**src/hw/rtl/bounded_deque_table_defines.svh**
```systemverilog
// assertion macros shared by the rtl
`ifndef BOUNDED_DEQUE_TABLE_DEFINES_SVH
`define BOUNDED_DEQUE_TABLE_DEFINES_SVH

`ifndef ASSERT_OFF

// same-cycle implication
`define BDT_ASSERT_IMP(lbl, clk, rst, ante, cons) \
  lbl: assert property (@(posedge clk) disable iff (rst) (ante) |-> (cons)) \
    else $error("assertion failed: same-cycle implication");

// next-cycle implication
`define BDT_ASSERT_NXT(lbl, clk, rst, ante, cons) \
  lbl: assert property (@(posedge clk) disable iff (rst) (ante) |=> (cons)) \
    else $error("assertion failed: next-cycle implication");

`else

`define BDT_ASSERT_IMP(lbl, clk, rst, ante, cons)
`define BDT_ASSERT_NXT(lbl, clk, rst, ante, cons)

`endif

`endif

```
**src/hw/rtl/bdt_pkg.sv**
```systemverilog
package bdt_pkg;

  localparam int ACT_W  = 3;
  localparam int POS_W  = 7;
  localparam int DATA_W = 32;
  localparam int STAT_W = 2;
  localparam int CNT_W  = 7;

  typedef enum logic [ACT_W-1:0] {
    ACT_INS_HEAD = 3'd0,
    ACT_INS_TAIL = 3'd1,
    ACT_REM_HEAD = 3'd2,
    ACT_REM_TAIL = 3'd3,
    ACT_RD_HEAD  = 3'd4,
    ACT_RD_TAIL  = 3'd5,
    ACT_RD_INDEX = 3'd6
  } action_t;

  typedef enum logic [STAT_W-1:0] {
    ST_OK        = 2'd0,
    ST_OVERFLOW  = 2'd1,
    ST_UNDERFLOW = 2'd2,
    ST_RANGE     = 2'd3
  } status_t;

  // per-transaction info carried alongside the memory read
  typedef struct packed {
    logic             rd;
    status_t          status;
    logic [CNT_W-1:0] count;
  } meta_t;

endpackage

```
**src/hw/rtl/bdt_if.sv**
```systemverilog
interface bdt_in_if;
  logic                       valid;
  logic                       ready;
  logic [bdt_pkg::ACT_W-1:0]  action;
  logic [bdt_pkg::POS_W-1:0]  position;
  logic [bdt_pkg::DATA_W-1:0] element_in;

  modport source (output valid, output action, output position, output element_in,
                  input ready);
  modport sink   (input valid, input action, input position, input element_in,
                  output ready);
endinterface

interface bdt_out_if;
  logic                       valid;
  logic                       ready;
  logic [bdt_pkg::DATA_W-1:0] element_out;
  logic [bdt_pkg::STAT_W-1:0] status;
  logic [bdt_pkg::CNT_W-1:0]  count;

  modport source (output valid, output element_out, output status, output count,
                  input ready);
  modport sink   (input valid, input element_out, input status, input count,
                  output ready);
endinterface

```
**src/hw/rtl/bdt_mem.sv**
```systemverilog
module bdt_mem #(
  parameter int DEPTH = 64,
  parameter int WIDTH = 32
) (
  input  logic                     clk,
  input  logic                     we,
  input  logic                     re,
  input  logic [$clog2(DEPTH)-1:0] addr,
  input  logic [WIDTH-1:0]         wdata,
  output logic [WIDTH-1:0]         rdata
);

  logic [WIDTH-1:0] mem [DEPTH];

  always_ff @(posedge clk) begin
    if (we) begin
      mem[addr] <= wdata;
    end
  end

  always_ff @(posedge clk) begin
    if (re) begin
      rdata <= mem[addr];
    end
  end

endmodule

```
**src/hw/rtl/bdt_ctrl.sv**
```systemverilog
module bdt_ctrl #(
  parameter int CAPACITY      = 64,
  parameter int ELEMENT_WIDTH = 32
) (
  input  logic                              clk,
  input  logic                              rst,
  input  logic                              fire,
  input  logic [bdt_pkg::ACT_W-1:0]         action,
  input  logic [bdt_pkg::POS_W-1:0]         position,
  input  logic [bdt_pkg::DATA_W-1:0]        element_in,
  output logic                              we,
  output logic                              re,
  output logic [$clog2(CAPACITY)-1:0]       addr,
  output logic [ELEMENT_WIDTH-1:0]          wdata,
  output bdt_pkg::meta_t                    meta,
  output logic [$clog2(CAPACITY+1)-1:0]     fill
);
  import bdt_pkg::*;

  localparam int PW = $clog2(CAPACITY);
  localparam int CW = $clog2(CAPACITY + 1);
  localparam int XW = (CW > POS_W) ? CW : POS_W;

  logic [PW-1:0] head, head_next;
  logic [CW-1:0] count, count_next;

  action_t       act;
  logic          full, empty;
  logic [PW-1:0] off, slot, head_dec;
  logic [PW:0]   sum;
  logic [CW-1:0] cnt_m1;
  logic [XW-1:0] pos_x, cnt_x;
  logic [63:0]   wide_in;
  logic          rd_hit;
  status_t       status;

  assign act      = action_t'(action);
  assign full     = (count == CW'(CAPACITY));
  assign empty    = (count == '0);
  assign cnt_m1   = count - CW'(1);
  assign pos_x    = XW'(position);
  assign cnt_x    = XW'(count);
  assign head_dec = (head == '0) ? PW'(CAPACITY - 1) : head - PW'(1);
  assign wide_in  = 64'(element_in);
  assign wdata    = wide_in[ELEMENT_WIDTH-1:0];
  assign fill     = count;

  // list offset of the accessed element; for a head removal, the offset of the new head
  always_comb begin
    case (act)
      ACT_INS_TAIL: off = count[PW-1:0];
      ACT_REM_HEAD: off = PW'(1);
      ACT_RD_TAIL:  off = cnt_m1[PW-1:0];
      ACT_RD_INDEX: off = pos_x[PW-1:0];
      default:      off = '0;
    endcase
  end

  // ring slot of list offset; offset is below capacity wherever the slot is accessed
  assign sum  = {1'b0, head} + {1'b0, off};
  assign slot = (sum >= (PW+1)'(CAPACITY)) ? PW'(sum - (PW+1)'(CAPACITY)) : sum[PW-1:0];

  always_comb begin
    we         = 1'b0;
    rd_hit     = 1'b0;
    status     = ST_OK;
    head_next  = head;
    count_next = count;
    addr       = slot;
    case (act)
      ACT_INS_HEAD: begin
        addr = head_dec;
        if (full) begin
          status = ST_OVERFLOW;
        end else begin
          head_next  = head_dec;
          we         = 1'b1;
          count_next = count + CW'(1);
        end
      end
      ACT_INS_TAIL: begin
        if (full) begin
          status = ST_OVERFLOW;
        end else begin
          we         = 1'b1;
          count_next = count + CW'(1);
        end
      end
      ACT_REM_HEAD: begin
        if (empty) begin
          status = ST_UNDERFLOW;
        end else begin
          head_next  = slot;
          count_next = cnt_m1;
        end
      end
      ACT_REM_TAIL: begin
        if (empty) begin
          status = ST_UNDERFLOW;
        end else begin
          count_next = cnt_m1;
        end
      end
      ACT_RD_HEAD: begin
        if (empty) begin
          status = ST_UNDERFLOW;
        end else begin
          rd_hit = 1'b1;
        end
      end
      ACT_RD_TAIL: begin
        if (empty) begin
          status = ST_UNDERFLOW;
        end else begin
          rd_hit = 1'b1;
        end
      end
      ACT_RD_INDEX: begin
        if (pos_x >= XW'(CAPACITY)) begin
          status = ST_RANGE;
        end else if (pos_x < cnt_x) begin
          rd_hit = 1'b1;
        end
      end
      default: begin
        status = ST_OK;
      end
    endcase
  end

  assign re          = fire & rd_hit;
  assign meta.rd     = rd_hit;
  assign meta.status = status;
  assign meta.count  = CNT_W'(count_next);

  always_ff @(posedge clk) begin
    if (rst) begin
      head  <= '0;
      count <= '0;
    end else if (fire) begin
      head  <= head_next;
      count <= count_next;
    end
  end

endmodule

```
**src/hw/rtl/bdt_out.sv**
```systemverilog
module bdt_out #(
  parameter int ELEMENT_WIDTH = 32
) (
  input  logic                     clk,
  input  logic                     rst,
  input  logic                     fire,
  input  bdt_pkg::meta_t           meta,
  input  logic [ELEMENT_WIDTH-1:0] rdata,
  output logic                     take,
  bdt_out_if.source                rsp
);
  import bdt_pkg::*;

  logic             s1_valid;
  meta_t            s1_meta;
  logic             advance;
  logic             out_valid;
  logic [DATA_W-1:0] out_elem;
  logic [STAT_W-1:0] out_status;
  logic [CNT_W-1:0]  out_count;
  logic [63:0]       rd_wide;

  assign rd_wide = 64'(rdata);
  assign advance = s1_valid && (!out_valid || rsp.ready);
  assign take    = !s1_valid || advance;

  // stage 1 waits for the memory read data
  always_ff @(posedge clk) begin
    if (rst) begin
      s1_valid <= 1'b0;
    end else if (fire) begin
      s1_valid <= 1'b1;
    end else if (advance) begin
      s1_valid <= 1'b0;
    end
  end

  always_ff @(posedge clk) begin
    if (fire) begin
      s1_meta <= meta;
    end
  end

  always_ff @(posedge clk) begin
    if (rst) begin
      out_valid <= 1'b0;
    end else if (advance) begin
      out_valid <= 1'b1;
    end else if (rsp.ready) begin
      out_valid <= 1'b0;
    end
  end

  always_ff @(posedge clk) begin
    if (advance) begin
      out_elem   <= s1_meta.rd ? rd_wide[DATA_W-1:0] : '0;
      out_status <= s1_meta.status;
      out_count  <= s1_meta.count;
    end
  end

  assign rsp.valid       = out_valid;
  assign rsp.element_out = out_elem;
  assign rsp.status      = out_status;
  assign rsp.count       = out_count;

endmodule

```
**src/hw/rtl/bounded_deque_table.sv**
```systemverilog
// channel | dir | payload                              | role
// req     | in  | action, position, element_in         | one deque action
// rsp     | out | element_out, status, count           | one result per action
//
// one transaction per cycle sustained while rsp is not stalled; the result is held
// first in the synchronous memory read register, then in the output register
// each action makes at most one access to the one-port element memory
// reset clears head pointer, count and valid flags; memory contents are not cleared
// a stalled rsp holds the output register; req keeps flowing until stage 1 is blocked
`include "bounded_deque_table_defines.svh"

module bounded_deque_table #(
  parameter int CAPACITY      = 64,
  parameter int ELEMENT_WIDTH = 32
) (
  input  logic     clk,
  input  logic     rst,
  bdt_in_if.sink   req,
  bdt_out_if.source rsp
);
  import bdt_pkg::*;

  localparam int PW = $clog2(CAPACITY);
  localparam int CW = $clog2(CAPACITY + 1);

  logic                     fire;
  logic                     take;
  logic                     we;
  logic                     re;
  logic [PW-1:0]            addr;
  logic [ELEMENT_WIDTH-1:0] wdata;
  logic [ELEMENT_WIDTH-1:0] rdata;
  logic [CW-1:0]            fill;
  meta_t                    meta;
  logic                     is_ins;

  assign req.ready = take;
  assign fire      = req.valid && take;
  assign is_ins    = (req.action == ACT_INS_HEAD) || (req.action == ACT_INS_TAIL);

  bdt_ctrl #(
    .CAPACITY      (CAPACITY),
    .ELEMENT_WIDTH (ELEMENT_WIDTH)
  ) u_ctrl (
    .clk        (clk),
    .rst        (rst),
    .fire       (fire),
    .action     (req.action),
    .position   (req.position),
    .element_in (req.element_in),
    .we         (we),
    .re         (re),
    .addr       (addr),
    .wdata      (wdata),
    .meta       (meta),
    .fill       (fill)
  );

  bdt_mem #(
    .DEPTH (CAPACITY),
    .WIDTH (ELEMENT_WIDTH)
  ) u_mem (
    .clk   (clk),
    .we    (we && fire),
    .re    (re),
    .addr  (addr),
    .wdata (wdata),
    .rdata (rdata)
  );

  bdt_out #(
    .ELEMENT_WIDTH (ELEMENT_WIDTH)
  ) u_out (
    .clk   (clk),
    .rst   (rst),
    .fire  (fire),
    .meta  (meta),
    .rdata (rdata),
    .take  (take),
    .rsp   (rsp)
  );

  `BDT_ASSERT_IMP(a_fill_bound, clk, rst, 1'b1, fill <= CW'(CAPACITY))
  `BDT_ASSERT_NXT(a_full_ins_holds, clk, rst, fire && is_ins && (fill == CW'(CAPACITY)), $stable(fill))
  `BDT_ASSERT_IMP(a_ovf_count, clk, rst, rsp.valid && (rsp.status == ST_OVERFLOW), rsp.count == CNT_W'(CAPACITY))
  `BDT_ASSERT_IMP(a_unf_zero, clk, rst, rsp.valid && (rsp.status == ST_UNDERFLOW), rsp.element_out == '0)

endmodule

```
**src/flat_wrapper.sv**
```systemverilog
// flat-port wrapper written by rule: the top's interface ports become plain ports
module bounded_deque_table_flat import bdt_pkg::*;
#(
  parameter int CAPACITY      = 64,
  parameter int ELEMENT_WIDTH = 32
)
  (clk, rst, req_valid, req_action, req_position, req_element_in, req_ready, rsp_valid, rsp_element_out, rsp_status, rsp_count, rsp_ready);
  bdt_in_if req_i ();
  bdt_out_if rsp_i ();
  input  logic clk;
  input  logic rst;
  input wire logic [$bits(req_i.valid)-1:0] req_valid;
  input wire logic [$bits(req_i.action)-1:0] req_action;
  input wire logic [$bits(req_i.position)-1:0] req_position;
  input wire logic [$bits(req_i.element_in)-1:0] req_element_in;
  output wire logic [$bits(req_i.ready)-1:0] req_ready;
  output wire logic [$bits(rsp_i.valid)-1:0] rsp_valid;
  output wire logic [$bits(rsp_i.element_out)-1:0] rsp_element_out;
  output wire logic [$bits(rsp_i.status)-1:0] rsp_status;
  output wire logic [$bits(rsp_i.count)-1:0] rsp_count;
  input wire logic [$bits(rsp_i.ready)-1:0] rsp_ready;
  assign req_i.valid = req_valid;
  assign req_i.action = req_action;
  assign req_i.position = req_position;
  assign req_i.element_in = req_element_in;
  assign req_ready = req_i.ready;
  assign rsp_valid = rsp_i.valid;
  assign rsp_element_out = rsp_i.element_out;
  assign rsp_status = rsp_i.status;
  assign rsp_count = rsp_i.count;
  assign rsp_i.ready = rsp_ready;
  bounded_deque_table #(.CAPACITY(CAPACITY), .ELEMENT_WIDTH(ELEMENT_WIDTH)) u_core (.clk(clk), .rst(rst), .req(req_i), .rsp(rsp_i));
endmodule
```
**config.mk**
```make
export PLATFORM = sky130hd
export DESIGN_NAME = bounded_deque_table_flat
export DESIGN_NICKNAME = d
export VERILOG_FILES = /design/src/hw/rtl/bdt_pkg.sv /design/src/hw/rtl/bdt_if.sv /design/src/hw/rtl/bdt_mem.sv /design/src/hw/rtl/bdt_ctrl.sv /design/src/hw/rtl/bdt_out.sv /design/src/hw/rtl/bounded_deque_table.sv /design/src/flat_wrapper.sv
export VERILOG_INCLUDE_DIRS = /design/src /design/src/hw/rtl
export SDC_FILE = /design/constraint.sdc
export NUM_CORES = 2
export LEC_CHECK = 0
export ABC_AREA = 1
export BUFFER_PORTS_ARGS = -buffer_cell sky130_fd_sc_hd__buf_2
export CORE_MARGIN = 3
export CORE_UTILIZATION = 40
export DETAILED_ROUTE_END_ITERATION = 12
export SLEW_MARGIN = 40
export SYNTH_ARGS = -nofsm -noshare
export SYNTH_HDL_FRONTEND = slang
export SYNTH_SLANG_ARGS = --single-unit
```
**constraint.sdc**
```tcl
create_clock -name clk -period 5.5 [get_ports clk]
set_clock_uncertainty 0.2 [all_clocks]
set_input_delay 1.1 -clock clk [delete_from_list [all_inputs] [get_ports clk]]
set_output_delay 1.1 -clock clk [all_outputs]
set_load 0.05 [all_outputs]
```
==> flow_metrics.tcl <==
set metrics [dict create \
    cts_setup_buffers 0 \
    power_density_nw_per_um2 382 \
    viasPerCell 5.65 \
    layout_commonest_cell "edfxtp_1" \
    detail-route-antenna-nets 0 \
    post-dp-hpwl_um 152000 \
    cp-startpoint "u_core.u_ctrl.fill[0]" \
    synth_top_area_cell "edfxtp_1" \
    grt_usage_pct 24.2 \
    synth_top_area_share_pct 73.7 \
    fin_crit_sh_pct 86.9 \
    setup_viol 0 \
    nNetsFinal 7393 \
    avgRoutedWirePerCell_um 26.5 \
    drt_iter0_markers 7221 \
    synthCells 7146 \
    period_needed_ns 4.78 \
    status "finished clean" \
    dr.pass1.iters 8 \
    fmax_mhz 209 \
    grtUsageMet3_pct 4.54 \
    rr_startpoint "u_core.u_ctrl.fill[0]" \
    cts_root_buffer "clkbuf_16" \
    overflow 0 \
    slew_headroom_pct 42.1 \
    grt_start_max_net_pins 118 \
    seq_area_frac_synth_pct 74.0 \
    drv_slew 0 \
    antenna_found_initial 14 \
    final_cell_mix "2131 x edfxtp_1, 1554 x nand2_1, 789 x nor2_1" \
    gp_congestion 0.860 \
    synth_edf_count 2131 \
    cts_tree "built" \
    final_core_util_pct 46.5 \
    yosys_register_bits 2146 \
    core_um2 215000 \
    hold_viol_final 0 \
    gr-usage-met2_pct 38.5 \
    synth_nets 7211 \
    clock-sinks 2146 \
    grt_pass1_vias 55800 \
    met1_usage_pct 33.5 \
    routed_wirelength_um 275000 \
    hold_path_class "register to register" \
    cts_resized 0 \
    crit_end "u_core.u_mem.rdata[7]" \
    fp-row-count 170 \
    multi_input_area_um2 19200 \
    seq_area_um2 64300 \
    p_leak_nw 36.9 \
    critPathKind "register to register" \
    ff2ff_path_depth 23 \
    max-vdd-ir-drop_mv 0.284 \
    grt_first_pass_wirelength_um 396000 \
    htreeDepth 4 \
    synth-main-ff-cell "edfxtp_1" \
    ctsHoldBuffers 0 \
    dieArea_um2 223000 \
    required_ns 6.05 \
    cp-start-kind "register" \
    synthArstFlopShare_pct 0 \
    dp_slack_ns 0.108 \
    cp_max_fo 20 \
    r2r-end "u_core.u_mem.rdata[7]" \
    die_h_um 472 \
    vias 58600 \
    rsz0062_at_grt "false" \
    syn_area_per_cell_um2 12.2 \
    layout-drive-gt1-share_pct 10.4 \
    initial_utilization_pct 40.4 \
    synth.distinct_cells 43 \
    fillers 18900 \
    synth_warnings 0 \
    cap_violations 0 \
    port_buffers 88 \
    die_width_um 472 \
    drc 0 \
    worstPathArrival_ns 5.33 \
    worstMarginPinSlew_ns 0.868 \
    clkTransAtPathRegs_ns 0.06 \
    clk_path_buf_depth 3 \
    worst_setup_path_end_kind "register" \
    synth_area_um2 86900 \
    ff2ff_setup_slack_ns 0.72 \
    busiest_layer "met2" \
    io_pins 89 \
    clk_latency_ns 0.89 \
    fin_ws_ns 0.721 \
    synth.top_cells.by_area "edfxtp_1 74%, nand2_1 6.7%, nand4_1 4.8%, nor2_1 3.7%, nand3_1 3.0%" \
    cts_made_buffers 215 \
    syn2layout_area_growth_pct 15.2 \
]
report_power, final:
part	total [mW]	internal [mW]	leakage [nW]	switching, mW
combinational	5.69	1.40	14.2	4.29
clock	14.3	7.90	3.33	6.42
sequential	18.2	18.1	19.3	0.0671
worst max-delay path, cell delays in order, from the launching register on:
cell and delay, ns:
dfxtp_1 0.34, inv_1 0.21, ha_1 0.23, nand2_1 0.08, nor2_1 0.23, xor2_1 0.14
o31ai_1 0.32, ha_1 0.34, nand2_1 0.08, inv_1 0.05, nand3_1 0.10, nand3_1 0.08
nand2_1 0.06, nand2_1 0.06, inv_1 0.05, nand2_1 0.08, nand3_2 0.21, nand2_1 0.18
nor2_4 0.27, buf_4 0.48, nand3_1 0.33, nand2_1 0.24, inv_1 0.17, nand2_1 0.10
layer usage:
| metal | wire length (µm) | up-vias |
|---|---|---|
| li1 | - | 25600 |
| met1 | 110000 | 29300 |
| met2 | 129000 | 3168 |
| met3 | 27400 | 468 |
| met4 | 8020 | 6 |
| met5 | 41 | - |
state kept, by name, summed over array words and instances, names as in the netlist:
register and count:
u_core.u_mem.mem 2048, u_core.u_out.rsp.status 2, u_core.u_ctrl.head 6, u_core.u_out.s1_valid 1, u_core.u_out.rsp.valid 1, u_core.u_out.s1_meta 10, u_core.u_out.rsp.element_out 32, u_core.u_mem.rdata 32
u_core.u_out.rsp.count 7, u_core.u_ctrl.fill 7
cell families (layout without fill, tap and decap cells):
logic type	count (synthesis)	count (layout)	synth area share, %
compound gates	414	414	2.45
xor+xnor	7	7	0.0706
fa+ha+maj	19	19	0.282
buf+inv	937	1303	4.64
flops	2146	2146	74.0
other cells	0	5	0
simple gates	3623	3623	18.5
worst min-delay path by stage:
stage | to | startpoint | cells after the start | slack, ns
floorplan | u_core.u_out.rsp.count[0] | u_core.u_out.s1_meta[0] | 0 | 0.20
global placement | u_core.u_out.rsp.count[5] | u_core.u_out.s1_meta[5] | 0 | 0.20
detailed placement | u_core.u_out.rsp.count[1] | u_core.u_out.s1_meta[1] | 0 | 0.21
CTS | u_core.u_out.rsp.count[1] | u_core.u_out.s1_meta[1] | 0 | 0.22
global route | u_core.u_out.rsp.count[4] | u_core.u_out.s1_meta[4] | 0 | 0.22
finish | u_core.u_out.rsp.count[4] | u_core.u_out.s1_meta[4] | 0 | 0.22
through the flow:
step,setup TNS (ns),power (mW),hold WS (ns),cells,instance area (µm²)
floorplan,-43.64,21.5,0.200,7146,86900
global placement,0,24.1,0.201,9948,93200
detailed placement,0,24.1,0.206,9948,93200
CTS,0,38.3,0.220,10300,100000
global route,0,39.4,0.225,10400,100000
finish,0,38.2,0.219,10400,100000
final cells by class:
type	count	area share, %
well taps	2838	3.55
diodes	5	0.0125
clock inverters	138	1.33
multi-input cells	4063	19.1
clock buffers	263	5.55
repair buffers	385	4.25
inverters	517	1.95
flip-flops and latches	2146	64.2
synth_stat cells, types with 2 or more instances:
cell         n
edfxtp_1  2131
nand2_1   1557
nor2_1     854
nand4_1    662
nand3_1    515
inv_1      502
buf_2      296
a21oi_1    267
o21ai_0     91
clkbuf_1    76
o21ai_1     33
buf_4       27
ha_1        18
buf_1       16
dfxtp_1     15
inv_2        9
nand3_2      7
nand2_2      6
o211ai_1     6
buf_6        5
clkinv_1     5
nand2_4      4
nand3_4      4
nor2_2       4
xor2_1       4
a211oi_1     3
a22oi_1      3
nor2_4       3
xnor2_1      3
a21oi_2      2
a31oi_1      2
nand3b_1     2
nor3_2       2
o22ai_1      2
o31ai_1      2
Power figures use the tool's default switching activity.
